[src/gdad_pkg.sv]
// shared types, constants and calendar helpers for the date shifter
`timescale 1ns / 1ps
package gdad_pkg;

	localparam int          DAYS_YEAR = 365;
	localparam int          DAYS_LEAP = 366;
	localparam logic [3:0]  MONTHS    = 4'd12;
	localparam logic [3:0]  FEBRUARY  = 4'd2;
	localparam logic [4:0]  FEB_BASE  = 5'd28;
	localparam logic [3:0]  WEEK_DAYS = 4'd7;

	localparam logic [2:0] DAY_MOD7 [32] = '{
		3'd0, 3'd1, 3'd2, 3'd3, 3'd4, 3'd5, 3'd6, 3'd0,
		3'd1, 3'd2, 3'd3, 3'd4, 3'd5, 3'd6, 3'd0, 3'd1,
		3'd2, 3'd3, 3'd4, 3'd5, 3'd6, 3'd0, 3'd1, 3'd2,
		3'd3, 3'd4, 3'd5, 3'd6, 3'd0, 3'd1, 3'd2, 3'd3
	};

	typedef enum logic [3:0] {
		S_IDLE,
		S_FYEAR,
		S_FMON,
		S_FDAY,
		S_OFFS,
		S_CHKLO,
		S_CHKHI,
		S_RYEAR,
		S_RMON,
		S_DONE
	} state_t;

	typedef enum logic [1:0] {
		RES_INVALID,
		RES_RANGE,
		RES_OK
	} res_kind_t;

	typedef enum logic [1:0] {
		ALU_HOLD,
		ALU_CLR,
		ALU_ADD,
		ALU_SUB
	} alu_cmd_t;

	typedef enum logic [1:0] {
		CAL_HOLD,
		CAL_INIT,
		CAL_YEAR,
		CAL_MONTH
	} cal_cmd_t;

	typedef enum logic [2:0] {
		B_YLEN,
		B_MLEN,
		B_DAY,
		B_OFF,
		B_ZERO,
		B_LAST
	} bsel_t;

	typedef struct packed {
		alu_cmd_t alu;
		cal_cmd_t cal;
		bsel_t    bsel;
		logic     wd_clr;
		logic     wd_add;
		logic     cap_serial;
		logic     load_out;
	} ctl_t;

	typedef struct packed {
		logic yr_ok;
		logic y_eq;
		logic month_ok;
		logic m_eq;
		logic day_ok;
		logic gt;
		logic m_lt12;
	} stat_t;

	function automatic logic [4:0] month_days(input logic [3:0] m, input logic leap);
		logic [4:0] d;
		case (m)
			FEBRUARY: begin
				d = leap ? 5'd29 : 5'd28;
			end
			4'd4, 4'd6, 4'd9, 4'd11: begin
				d = 5'd30;
			end
			default: begin
				d = 5'd31;
			end
		endcase
		return d;
	endfunction

endpackage

[src/gdad_if.sv]
// handshake channels for date requests and results
`timescale 1ns / 1ps
interface gdad_req_if;
	logic               valid;
	logic               ready;
	logic [4:0]         day;
	logic [3:0]         month;
	logic [11:0]        year;
	logic signed [17:0] day_offset;

	modport source (output valid, day, month, year, day_offset, input ready);
	modport sink (input valid, day, month, year, day_offset, output ready);
endinterface

interface gdad_rsp_if;
	logic        valid;
	logic        ready;
	logic        date_valid;
	logic [16:0] serial_day;
	logic [2:0]  weekday;
	logic [4:0]  result_day;
	logic [3:0]  result_month;
	logic [11:0] result_year;
	logic        range_error;

	modport source (output valid, date_valid, serial_day, weekday, result_day,
		result_month, result_year, range_error, input ready);
	modport sink (input valid, date_valid, serial_day, weekday, result_day,
		result_month, result_year, range_error, output ready);
endinterface

[src/gdad_alu.sv]
// shared accumulator with one add/subtract and one signed compare
`timescale 1ns / 1ps
module gdad_alu import gdad_pkg::*; #(
	parameter int AW = 22
) (
	input  logic                 clk,
	input  alu_cmd_t             cmd,
	input  logic signed [AW-1:0] b,
	output logic signed [AW-1:0] acc,
	output logic                 gt
);

	logic signed [AW-1:0] acc_q;
	logic signed [AW-1:0] sum;

	assign sum = (cmd == ALU_SUB) ? (acc_q - b) : (acc_q + b);
	assign gt  = acc_q > b;
	assign acc = acc_q;

	always_ff @(posedge clk) begin
		case (cmd)
			ALU_CLR: begin
				acc_q <= '0;
			end
			ALU_ADD, ALU_SUB: begin
				acc_q <= sum;
			end
			default: begin
				acc_q <= acc_q;
			end
		endcase
	end

endmodule

[src/gdad_cal.sv]
// year and month stepping counters with leap tracking by residues
`timescale 1ns / 1ps
module gdad_cal import gdad_pkg::*; #(
	parameter int BASE_YEAR = 1900,
	parameter int YEAR_SPAN = 256,
	localparam int YW = $clog2(BASE_YEAR + YEAR_SPAN + 1)
) (
	input  logic          clk,
	input  logic          arst_n,
	input  cal_cmd_t      cmd,
	output logic [YW-1:0] year,
	output logic [3:0]    month,
	output logic          leap,
	output logic [4:0]    mlen
);

	localparam logic [1:0] R4_INIT   = 2'(BASE_YEAR % 4);
	localparam logic [6:0] R100_INIT = 7'(BASE_YEAR % 100);
	localparam logic [8:0] R400_INIT = 9'(BASE_YEAR % 400);

	logic [YW-1:0] year_q;
	logic [3:0]    month_q;
	logic [1:0]    r4_q;
	logic [6:0]    r100_q;
	logic [8:0]    r400_q;

	always_ff @(posedge clk or negedge arst_n) begin
		if (!arst_n) begin
			year_q  <= YW'(BASE_YEAR);
			month_q <= 4'd1;
			r4_q    <= R4_INIT;
			r100_q  <= R100_INIT;
			r400_q  <= R400_INIT;
		end else begin
			case (cmd)
				CAL_INIT: begin
					year_q  <= YW'(BASE_YEAR);
					month_q <= 4'd1;
					r4_q    <= R4_INIT;
					r100_q  <= R100_INIT;
					r400_q  <= R400_INIT;
				end
				CAL_YEAR: begin
					year_q <= year_q + 1'b1;
					r4_q   <= r4_q + 1'b1;
					r100_q <= (r100_q == 7'd99) ? 7'd0 : (r100_q + 1'b1);
					r400_q <= (r400_q == 9'd399) ? 9'd0 : (r400_q + 1'b1);
				end
				CAL_MONTH: begin
					month_q <= month_q + 1'b1;
				end
				default: begin
					year_q <= year_q;
				end
			endcase
		end
	end

	assign leap  = ((r4_q == 2'd0) && (r100_q != 7'd0)) || (r400_q == 9'd0);
	assign mlen  = month_days(month_q, leap);
	assign year  = year_q;
	assign month = month_q;

endmodule

[src/gdad_fsm.sv]
// sequencer driving the shared accumulator and the calendar counters
`timescale 1ns / 1ps
module gdad_fsm import gdad_pkg::*; (
	input  logic      clk,
	input  logic      arst_n,
	input  logic      in_fire,
	input  logic      out_free,
	input  stat_t     st,
	output ctl_t      ctl,
	output logic      in_ready,
	output res_kind_t kind
);

	state_t    state_q, state_d;
	res_kind_t kind_q, kind_d;

	always_ff @(posedge clk or negedge arst_n) begin
		if (!arst_n) begin
			state_q <= S_IDLE;
			kind_q  <= RES_INVALID;
		end else begin
			state_q <= state_d;
			kind_q  <= kind_d;
		end
	end

	always_comb begin
		state_d = state_q;
		kind_d  = kind_q;
		case (state_q)
			S_IDLE: begin
				if (in_fire) state_d = S_FYEAR;
			end
			S_FYEAR: begin
				if (!st.yr_ok) begin
					state_d = S_DONE;
					kind_d  = RES_INVALID;
				end else if (st.y_eq) begin
					state_d = S_FMON;
				end
			end
			S_FMON: begin
				if (!st.month_ok) begin
					state_d = S_DONE;
					kind_d  = RES_INVALID;
				end else if (st.m_eq) begin
					if (st.day_ok) begin
						state_d = S_FDAY;
					end else begin
						state_d = S_DONE;
						kind_d  = RES_INVALID;
					end
				end
			end
			S_FDAY: begin
				state_d = S_OFFS;
			end
			S_OFFS: begin
				state_d = S_CHKLO;
			end
			S_CHKLO: begin
				if (!st.gt) begin
					state_d = S_DONE;
					kind_d  = RES_RANGE;
				end else begin
					state_d = S_CHKHI;
				end
			end
			S_CHKHI: begin
				if (st.gt) begin
					state_d = S_DONE;
					kind_d  = RES_RANGE;
				end else begin
					state_d = S_RYEAR;
				end
			end
			S_RYEAR: begin
				if (!st.gt) state_d = S_RMON;
			end
			S_RMON: begin
				if (!(st.m_lt12 && st.gt)) begin
					state_d = S_DONE;
					kind_d  = RES_OK;
				end
			end
			S_DONE: begin
				if (out_free) state_d = S_IDLE;
			end
			default: begin
				state_d = S_IDLE;
			end
		endcase
	end

	always_comb begin
		ctl.alu        = ALU_HOLD;
		ctl.cal        = CAL_HOLD;
		ctl.bsel       = B_ZERO;
		ctl.wd_clr     = 1'b0;
		ctl.wd_add     = 1'b0;
		ctl.cap_serial = 1'b0;
		ctl.load_out   = 1'b0;
		case (state_q)
			S_IDLE: begin
				if (in_fire) begin
					ctl.alu    = ALU_CLR;
					ctl.cal    = CAL_INIT;
					ctl.wd_clr = 1'b1;
				end
			end
			S_FYEAR: begin
				ctl.bsel = B_YLEN;
				if (st.yr_ok && !st.y_eq) begin
					ctl.alu    = ALU_ADD;
					ctl.cal    = CAL_YEAR;
					ctl.wd_add = 1'b1;
				end
			end
			S_FMON: begin
				ctl.bsel = B_MLEN;
				if (st.month_ok && !st.m_eq) begin
					ctl.alu    = ALU_ADD;
					ctl.cal    = CAL_MONTH;
					ctl.wd_add = 1'b1;
				end
			end
			S_FDAY: begin
				ctl.bsel   = B_DAY;
				ctl.alu    = ALU_ADD;
				ctl.wd_add = 1'b1;
			end
			S_OFFS: begin
				ctl.bsel       = B_OFF;
				ctl.alu        = ALU_ADD;
				ctl.cal        = CAL_INIT;
				ctl.cap_serial = 1'b1;
			end
			S_CHKLO: begin
				ctl.bsel = B_ZERO;
			end
			S_CHKHI: begin
				ctl.bsel = B_LAST;
			end
			S_RYEAR: begin
				ctl.bsel = B_YLEN;
				if (st.gt) begin
					ctl.alu = ALU_SUB;
					ctl.cal = CAL_YEAR;
				end
			end
			S_RMON: begin
				ctl.bsel = B_MLEN;
				if (st.m_lt12 && st.gt) begin
					ctl.alu = ALU_SUB;
					ctl.cal = CAL_MONTH;
				end
			end
			S_DONE: begin
				ctl.load_out = out_free;
			end
			default: begin
				ctl.bsel = B_ZERO;
			end
		endcase
	end

	assign in_ready = (state_q == S_IDLE);
	assign kind     = kind_q;

endmodule

[src/gregorian_date_add_days.sv]
// top level of the Gregorian date shifter
// Checks a date, reports its day serial (1 Jan of BASE_YEAR is 1) and weekday (0 Sunday),
// adds a signed day offset and converts the sum back to a date. One transaction is in
// work at a time; the date is stepped year by year and month by month through a single
// shared add/compare unit, once to build the serial and once to take the shifted serial
// apart. A new request is taken while the previous result still waits on the output side.
`timescale 1ns / 1ps
module gregorian_date_add_days import gdad_pkg::*; #(
	parameter int BASE_YEAR = 1900,
	parameter int YEAR_SPAN = 256
) (
	input logic        clk,
	input logic        arst_n,
	gdad_req_if.sink   req,
	gdad_rsp_if.source rsp
);

	localparam int P_LO = BASE_YEAR - 1;
	localparam int P_HI = BASE_YEAR + YEAR_SPAN - 1;
	localparam int LAST = (P_HI - P_LO) * DAYS_YEAR + P_HI / 4 - P_LO / 4
		- P_HI / 100 + P_LO / 100 + P_HI / 400 - P_LO / 400;
	localparam int AW   = $clog2(LAST + (2 ** 17) + 1) + 1;
	localparam int YW   = $clog2(BASE_YEAR + YEAR_SPAN + 1);
	localparam int YCW  = (YW > 12) ? YW : 12;

	logic [4:0]           day_q;
	logic [3:0]           month_q;
	logic [11:0]          year_q;
	logic signed [17:0]   off_q;
	logic signed [AW-1:0] serial_q;
	logic [2:0]           wd_q;

	logic                 in_fire;
	logic                 out_free;
	ctl_t                 ctl;
	stat_t                st;
	res_kind_t            kind;

	logic signed [AW-1:0] b;
	logic signed [AW-1:0] acc;
	logic                 gt;
	logic [YW-1:0]        cal_year;
	logic [3:0]           cal_month;
	logic                 leap;
	logic [4:0]           mlen;

	logic [2:0]           wd_inc;
	logic [3:0]           wd_sum;

	logic                 out_valid_q;
	logic                 date_valid_q;
	logic [16:0]          serial_day_q;
	logic [2:0]           weekday_q;
	logic [4:0]           result_day_q;
	logic [3:0]           result_month_q;
	logic [11:0]          result_year_q;
	logic                 range_error_q;

	assign in_fire  = req.valid && req.ready;
	assign out_free = !out_valid_q || rsp.ready;

	always_ff @(posedge clk) begin
		if (in_fire) begin
			day_q   <= req.day;
			month_q <= req.month;
			year_q  <= req.year;
			off_q   <= req.day_offset;
		end
		if (ctl.cap_serial) serial_q <= acc;
	end

	assign st.yr_ok    = (32'(year_q) >= 32'(BASE_YEAR)) &&
		(32'(year_q) < 32'(BASE_YEAR + YEAR_SPAN));
	assign st.y_eq     = (YCW'(cal_year) == YCW'(year_q));
	assign st.month_ok = (month_q != 4'd0) && (month_q <= MONTHS);
	assign st.m_eq     = (cal_month == month_q);
	assign st.day_ok   = (day_q != 5'd0) && (day_q <= mlen);
	assign st.gt       = gt;
	assign st.m_lt12   = (cal_month < MONTHS);

	always_comb begin
		case (ctl.bsel)
			B_YLEN: begin
				b = leap ? AW'(DAYS_LEAP) : AW'(DAYS_YEAR);
			end
			B_MLEN: begin
				b = AW'(mlen);
			end
			B_DAY: begin
				b = AW'(day_q);
			end
			B_OFF: begin
				b = AW'(off_q);
			end
			B_LAST: begin
				b = AW'(LAST);
			end
			default: begin
				b = '0;
			end
		endcase
	end

	always_comb begin
		case (ctl.bsel)
			B_YLEN: begin
				wd_inc = leap ? 3'd2 : 3'd1;
			end
			B_MLEN: begin
				wd_inc = 3'(mlen - FEB_BASE);
			end
			B_DAY: begin
				wd_inc = DAY_MOD7[day_q];
			end
			default: begin
				wd_inc = 3'd0;
			end
		endcase
	end

	assign wd_sum = {1'b0, wd_q} + {1'b0, wd_inc};

	always_ff @(posedge clk) begin
		if (ctl.wd_clr) begin
			wd_q <= 3'd0;
		end else if (ctl.wd_add) begin
			wd_q <= (wd_sum >= WEEK_DAYS) ? 3'(wd_sum - WEEK_DAYS) : wd_sum[2:0];
		end
	end

	gdad_fsm u_fsm (
		.clk      (clk),
		.arst_n   (arst_n),
		.in_fire  (in_fire),
		.out_free (out_free),
		.st       (st),
		.ctl      (ctl),
		.in_ready (req.ready),
		.kind     (kind)
	);

	gdad_alu #(
		.AW (AW)
	) u_alu (
		.clk (clk),
		.cmd (ctl.alu),
		.b   (b),
		.acc (acc),
		.gt  (gt)
	);

	gdad_cal #(
		.BASE_YEAR (BASE_YEAR),
		.YEAR_SPAN (YEAR_SPAN)
	) u_cal (
		.clk    (clk),
		.arst_n (arst_n),
		.cmd    (ctl.cal),
		.year   (cal_year),
		.month  (cal_month),
		.leap   (leap),
		.mlen   (mlen)
	);

	always_ff @(posedge clk or negedge arst_n) begin
		if (!arst_n) begin
			out_valid_q <= 1'b0;
		end else if (ctl.load_out) begin
			out_valid_q <= 1'b1;
		end else if (rsp.ready) begin
			out_valid_q <= 1'b0;
		end
	end

	always_ff @(posedge clk) begin
		if (ctl.load_out) begin
			case (kind)
				RES_OK: begin
					date_valid_q   <= 1'b1;
					serial_day_q   <= 17'(serial_q);
					weekday_q      <= wd_q;
					result_day_q   <= 5'(acc);
					result_month_q <= cal_month;
					result_year_q  <= 12'(cal_year);
					range_error_q  <= 1'b0;
				end
				RES_RANGE: begin
					date_valid_q   <= 1'b1;
					serial_day_q   <= 17'(serial_q);
					weekday_q      <= wd_q;
					result_day_q   <= 5'd0;
					result_month_q <= 4'd0;
					result_year_q  <= 12'd0;
					range_error_q  <= 1'b1;
				end
				default: begin
					date_valid_q   <= 1'b0;
					serial_day_q   <= 17'd0;
					weekday_q      <= 3'd0;
					result_day_q   <= 5'd0;
					result_month_q <= 4'd0;
					result_year_q  <= 12'd0;
					range_error_q  <= 1'b0;
				end
			endcase
		end
	end

	assign rsp.valid        = out_valid_q;
	assign rsp.date_valid   = date_valid_q;
	assign rsp.serial_day   = serial_day_q;
	assign rsp.weekday      = weekday_q;
	assign rsp.result_day   = result_day_q;
	assign rsp.result_month = result_month_q;
	assign rsp.result_year  = result_year_q;
	assign rsp.range_error  = range_error_q;

endmodule
[src/flat_wrapper.sv]
// flat-port wrapper written by rule: the top's interface ports become plain ports
module gregorian_date_add_days_flat import gdad_pkg::*;
#(
	parameter int BASE_YEAR = 1900,
	parameter int YEAR_SPAN = 256
)
  (clk, arst_n, req_valid, req_day, req_month, req_year, req_day_offset, req_ready, rsp_valid, rsp_date_valid, rsp_serial_day, rsp_weekday, rsp_result_day, rsp_result_month, rsp_result_year, rsp_range_error, rsp_ready);
  gdad_req_if req_i ();
  gdad_rsp_if rsp_i ();
  input logic clk;
  input logic arst_n;
  input wire logic [$bits(req_i.valid)-1:0] req_valid;
  input wire logic [$bits(req_i.day)-1:0] req_day;
  input wire logic [$bits(req_i.month)-1:0] req_month;
  input wire logic [$bits(req_i.year)-1:0] req_year;
  input wire logic [$bits(req_i.day_offset)-1:0] req_day_offset;
  output wire logic [$bits(req_i.ready)-1:0] req_ready;
  output wire logic [$bits(rsp_i.valid)-1:0] rsp_valid;
  output wire logic [$bits(rsp_i.date_valid)-1:0] rsp_date_valid;
  output wire logic [$bits(rsp_i.serial_day)-1:0] rsp_serial_day;
  output wire logic [$bits(rsp_i.weekday)-1:0] rsp_weekday;
  output wire logic [$bits(rsp_i.result_day)-1:0] rsp_result_day;
  output wire logic [$bits(rsp_i.result_month)-1:0] rsp_result_month;
  output wire logic [$bits(rsp_i.result_year)-1:0] rsp_result_year;
  output wire logic [$bits(rsp_i.range_error)-1:0] rsp_range_error;
  input wire logic [$bits(rsp_i.ready)-1:0] rsp_ready;
  assign req_i.valid = req_valid;
  assign req_i.day = req_day;
  assign req_i.month = req_month;
  assign req_i.year = req_year;
  assign req_i.day_offset = req_day_offset;
  assign req_ready = req_i.ready;
  assign rsp_valid = rsp_i.valid;
  assign rsp_date_valid = rsp_i.date_valid;
  assign rsp_serial_day = rsp_i.serial_day;
  assign rsp_weekday = rsp_i.weekday;
  assign rsp_result_day = rsp_i.result_day;
  assign rsp_result_month = rsp_i.result_month;
  assign rsp_result_year = rsp_i.result_year;
  assign rsp_range_error = rsp_i.range_error;
  assign rsp_i.ready = rsp_ready;
  gregorian_date_add_days #(.BASE_YEAR(BASE_YEAR), .YEAR_SPAN(YEAR_SPAN)) u_core (.clk(clk), .arst_n(arst_n), .req(req_i), .rsp(rsp_i));
endmodule
[config.mk]
export PLATFORM = sky130hd
export DESIGN_NAME = gregorian_date_add_days_flat
export DESIGN_NICKNAME = d
export VERILOG_FILES = /design/src/gdad_pkg.sv /design/src/gdad_if.sv /design/src/gdad_alu.sv /design/src/gdad_cal.sv /design/src/gdad_fsm.sv /design/src/gregorian_date_add_days.sv /design/src/flat_wrapper.sv
export SDC_FILE = /design/constraint.sdc
export NUM_CORES = 1
export LEC_CHECK = 0
export ABC_CLOCK_PERIOD_IN_PS = 4900
export BUFFER_PORTS_ARGS = -buffer_cell sky130_fd_sc_hd__buf_4
export CORE_MARGIN = 3
export CORE_UTILIZATION = 45
export CTS_BUF_LIST = sky130_fd_sc_hd__clkbuf_4
export CTS_CLUSTER_SIZE = 30
export DETAILED_ROUTE_END_ITERATION = 12
export GPL_ROUTABILITY_DRIVEN = 0
export PLACE_DENSITY = 0.72
export RECOVER_POWER = 50
export SLEW_MARGIN = 15
export SYNTH_ARGS = -nofsm -noshare
export SYNTH_HDL_FRONTEND = slang
export SYNTH_SLANG_ARGS = --single-unit
[constraint.sdc]
create_clock -name clk -period 4.9 [get_ports clk]
set_input_delay 0.98 -clock clk [delete_from_list [all_inputs] [get_ports clk]]
set_output_delay 0.98 -clock clk [all_outputs]
set_load 0.03 [all_outputs]
==> flow_metrics.py <==
metrics = {
    "synth": {
        "synth_cell_type_count": 85,
        "synth.largest_area_cell": "edfxtp_1",
        "synthesis.area_um2": 9520,
        "seq_area_frac_synth_pct": 48.8,
        "syn_nets": 1030,
        "synth_edf_count": 118,
        "ys.flop_type": "edfxtp_1",
        "synth.top_cell.area_share_pct": 37.2,
        "postSynthCellCount": 921,
        "synth.avg_cell_area_um2": 10.3,
        "ys_ff_latch": 162,
        "synth_commonest_cells": "118 x edfxtp_1, 78 x nor2_1, 70 x nand2_1, 65 x inv_1, 63 x ha_1",
        "yosysWarnings": 0,
        "async_flop_share_pct": 25.3,
        "synth_most_common_cell": "edfxtp_1",
        "netlist_top_cells_area": "edfxtp_1 37%, ha_1 8.3%, dfrtp_1 7.6%",
    },
    "critical_path": {
        "reg2reg_from": "u_core.u_cal.r100_q[1]",
        "worstPathMaxFanout": 6,
        "max_stage_delay_ps": 450,
        "path_delay_family": "simple AND/OR/NAND/NOR gates",
        "path_cells": "inv_1 -> ha_4 -> or3b_4 -> o41ai_4 -> a311o_1 -> nand2_2 -> o2bb2ai_2 -> o2bb2ai_1 -> nand2_1 -> o2111ai_4 -> ha_4 -> nand3_2 -> or4_4 -> o31a_1 -> o2111a_2 -> nor2_4 -> o21ai_4 -> nor3_4 -> ha_4 -> nand2b_4 -> nor2_4 -> nand3_2 -> xor2_1 -> o21ai_1",
        "crit_path_end_kind": "register",
        "reg2reg_depth": 24,
        "critPathArrivalTime_ps": 5520,
        "cp_common_cell": "ha_4",
        "worst-setup-path-type": "register to register",
        "cp.required_ps": 5430,
        "reg2reg_slack_ps": -100,
        "r2r_end": "u_core.u_cal.r400_q[8]",
        "startpoint_type": "register",
        "crit_buf_inv": 1,
        "slowest_stage": "or4_4",
    },
    "clocking": {
        "clockRootBuffer": "clkbuf_4",
        "cts_buffers": 17,
        "clock_latency_ps": 590,
        "clk_path_buf_depth": 2,
        "cts_tree": "built",
        "clk_transition_reported_paths_ps": 150,
        "cts.sinks": 162,
        "htree_levels": 4,
    },
    "sta": {
        "drv_slew": 42,
        "hold_viol_final": 0,
        "whs_ps": 507,
        "period_share_pct": 102,
        "grt_setup_unrepaired": "yes",
        "tightest_slew_ps": 2270,
        "max-slew-margin-rel_pct": -51.1,
        "min_period_ps": 5000,
        "tns_ps": -674,
        "fin_ws_ps": -96.5,
        "finalSetupViolCount": 18,
        "fin_skew_ps": 24.5,
        "fmax_ghz": 0.200,
    },
    "die": {
        "fp.dieArea_um2": 22900,
        "start_util_pct": 46.4,
        "io_pins": 88,
        "rows": 52,
        "core_um2": 20500,
        "die_h_um": 151,
        "die_w_um": 151,
    },
    "global_routing": {
        "grt_overflow": 0,
        "grt_pass1_vias": 6751,
        "grt_pass1_wl_mm": 34.2,
        "grt_usage_pct": 18.9,
        "antenna_found_initial": 1,
        "grt_max_degree": 43,
    },
    "power": {
        "power.density_nw_per_um2": 709,
        "p_total_w": 0.00828,
        "p_leak_nw": 4.91,
        "ir_worst_vdd_mv": 0.405,
    },
    "run": {
        "cap_violations": 1,
    },
    "route": {
        "post_drt_wl_per_cell_um": 16.5,
        "ant_nets": 0,
        "wl_mm": 22.3,
        "vias": 7351,
        "vias_per_cell": 5.44,
        "drt_pass1_iterations": 5,
        "drt_iter0_markers": 578,
        "drc": 0,
    },
    "worst_hold_path": {
        "hold_path.class": "register to register",
        "whs_endpoint": "u_core.u_cal.r4_q[0]",
        "holdPathStages": 1,
        "min_from": "u_core.u_cal.r4_q[0]",
    },
    "final_layout": {
        "utilization_pct": 57.0,
        "syn_to_final_growth_pct": 22.7,
        "finalNetCount": 1176,
        "drive_above_1_share_pct": 26.9,
    },
    "outcome": {
        "violations": "capacitance limit, slew limit, setup timing",
        "status": "finished with violations",
    },
    "place": {
        "pre_cts_ws_ps": -251,
        "io_buffers": 87,
        "dpl.hpwl_mm": 15.6,
    },
}
worst max path at each step:
stage,from,endpoint,slack [ps],cells past startpoint
3_5_place_dp,u_core.u_cal.r100_q[0],u_core.u_cal.r400_q[8],-250,24
4_1_cts,u_core.u_cal.r100_q[0],u_core.u_alu.acc[18],0.4,21
6_report,u_core.u_cal.r100_q[1],u_core.u_cal.r400_q[8],-100,24
5_1_grt,u_core.u_cal.r100_q[1],u_core.u_cal.r400_q[8],-310,24
2_1_floorplan,u_core.u_cal.r100_q[0],u_core.u_cal.year[7],-0.08,26
3_3_place_gp,u_core.u_cal.r100_q[0],u_core.u_cal.year[10],-50,23
final cells by class:
cell class / instances / area (um2)
antenna: 1 / 2.50
clock buffer: 18 / 135
clock inverter: 14 / 180
fill: 1705 / 8810
inverter: 69 / 259
multi-input combinational: 656 / 4830
sequential: 162 / 4640
tap: 270 / 338
timing repair buffer: 161 / 1290
power breakdown:
part / leakage [nW] / internal, W / switching (W)
combinational: 3.08 / 0.00225 / 0.00293
sequential: 1.66 / 0.00199 / 0.000254
clock: 0.166 / 0.000327 / 0.000525
per-layer routing:
layer | routed length, um | share of wire, % | track usage [%] | up-vias
li1 | - | - | - | 3601
met1 | 10200 | 46 | 26.9 | 3490
met2 | 10500 | 47 | 29.9 | 224
met3 | 1170 | 5.2 | 3.14 | 36
met4 | 419 | 1.9 | 5.58 | 0
met5 | 0 | 0 | 0 | -
cells in the final DEF (no fill, tap or decap), drive strengths merged, types with 13 or more instances in the layout:
master / instances
buf: 119
edfxtp: 118
nor2: 80
nand2: 70
inv: 70
ha: 63
clkbuf: 60
o21ai: 55
a21oi: 53
nor2b: 38
nand3: 31
dfrtp: 29
and2: 26
xor2: 22
xnor2: 19
mux2i: 17
nor3: 17
a21o: 13
nand2b: 13
repair_timing:
action                                 in CTS  in global routing
hold buffers                                0                  0
gates cloned                                0                  3
gates resized for setup                     8                 98
pin swaps                                   9                 31
buffers inserted                            5                 16
endpoints found under the hold margin       0                  0
setup endpoints to repair                  27                 68
metrics by stage:
| step | cell area (um2) | std cells |
|---|---|---|
| after global routing | 11700 | 1351 |
| after global placement | 10700 | 1294 |
| after detailed placement | 10700 | 1294 |
| after floorplan | 9530 | 921 |
| final | 11700 | 1351 |
| after CTS | 11100 | 1331 |
kinds of logic after synthesis:
kind of cell / Yosys count / share of synthesized area (%)
muxes: 22 / 2.50
adders and majority gates: 66 / 8.92
DFF: 162 / 48.8
AOI/OAI and AO/OA: 208 / 14.5
xor gates and xnor gates: 41 / 3.77
buffers and inverters: 103 / 4.39
and+or+nand+nor: 319 / 17.2
sequential cells by signal (all words and copies together), names as in the netlist, 7 cells and up:
name and cells:
u_core.off_q 18, u_core.serial_q 17, u_core.rsp.result_year 12, u_core.u_cal.r400_q 9, u_core.u_cal.r100_q 7, u_core.u_cal.year 12, u_core.rsp.serial_day 17, u_core.u_alu.acc 19
u_core.year_q 12
worst reg2reg max path, delay by kind of cell, from the launching register on:
kind | cells | cell delay (ps)
buffers and inverters | 1 | 90
flip-flops | 1 | 410
AO/OA/AOI/OAI | 9 | 1660
adder cells (fa/ha/maj) | 3 | 710
XOR/XNOR | 1 | 160
AND/OR/NAND/NOR | 10 | 1910
Note: power is estimated with default switching activity, not from simulation.
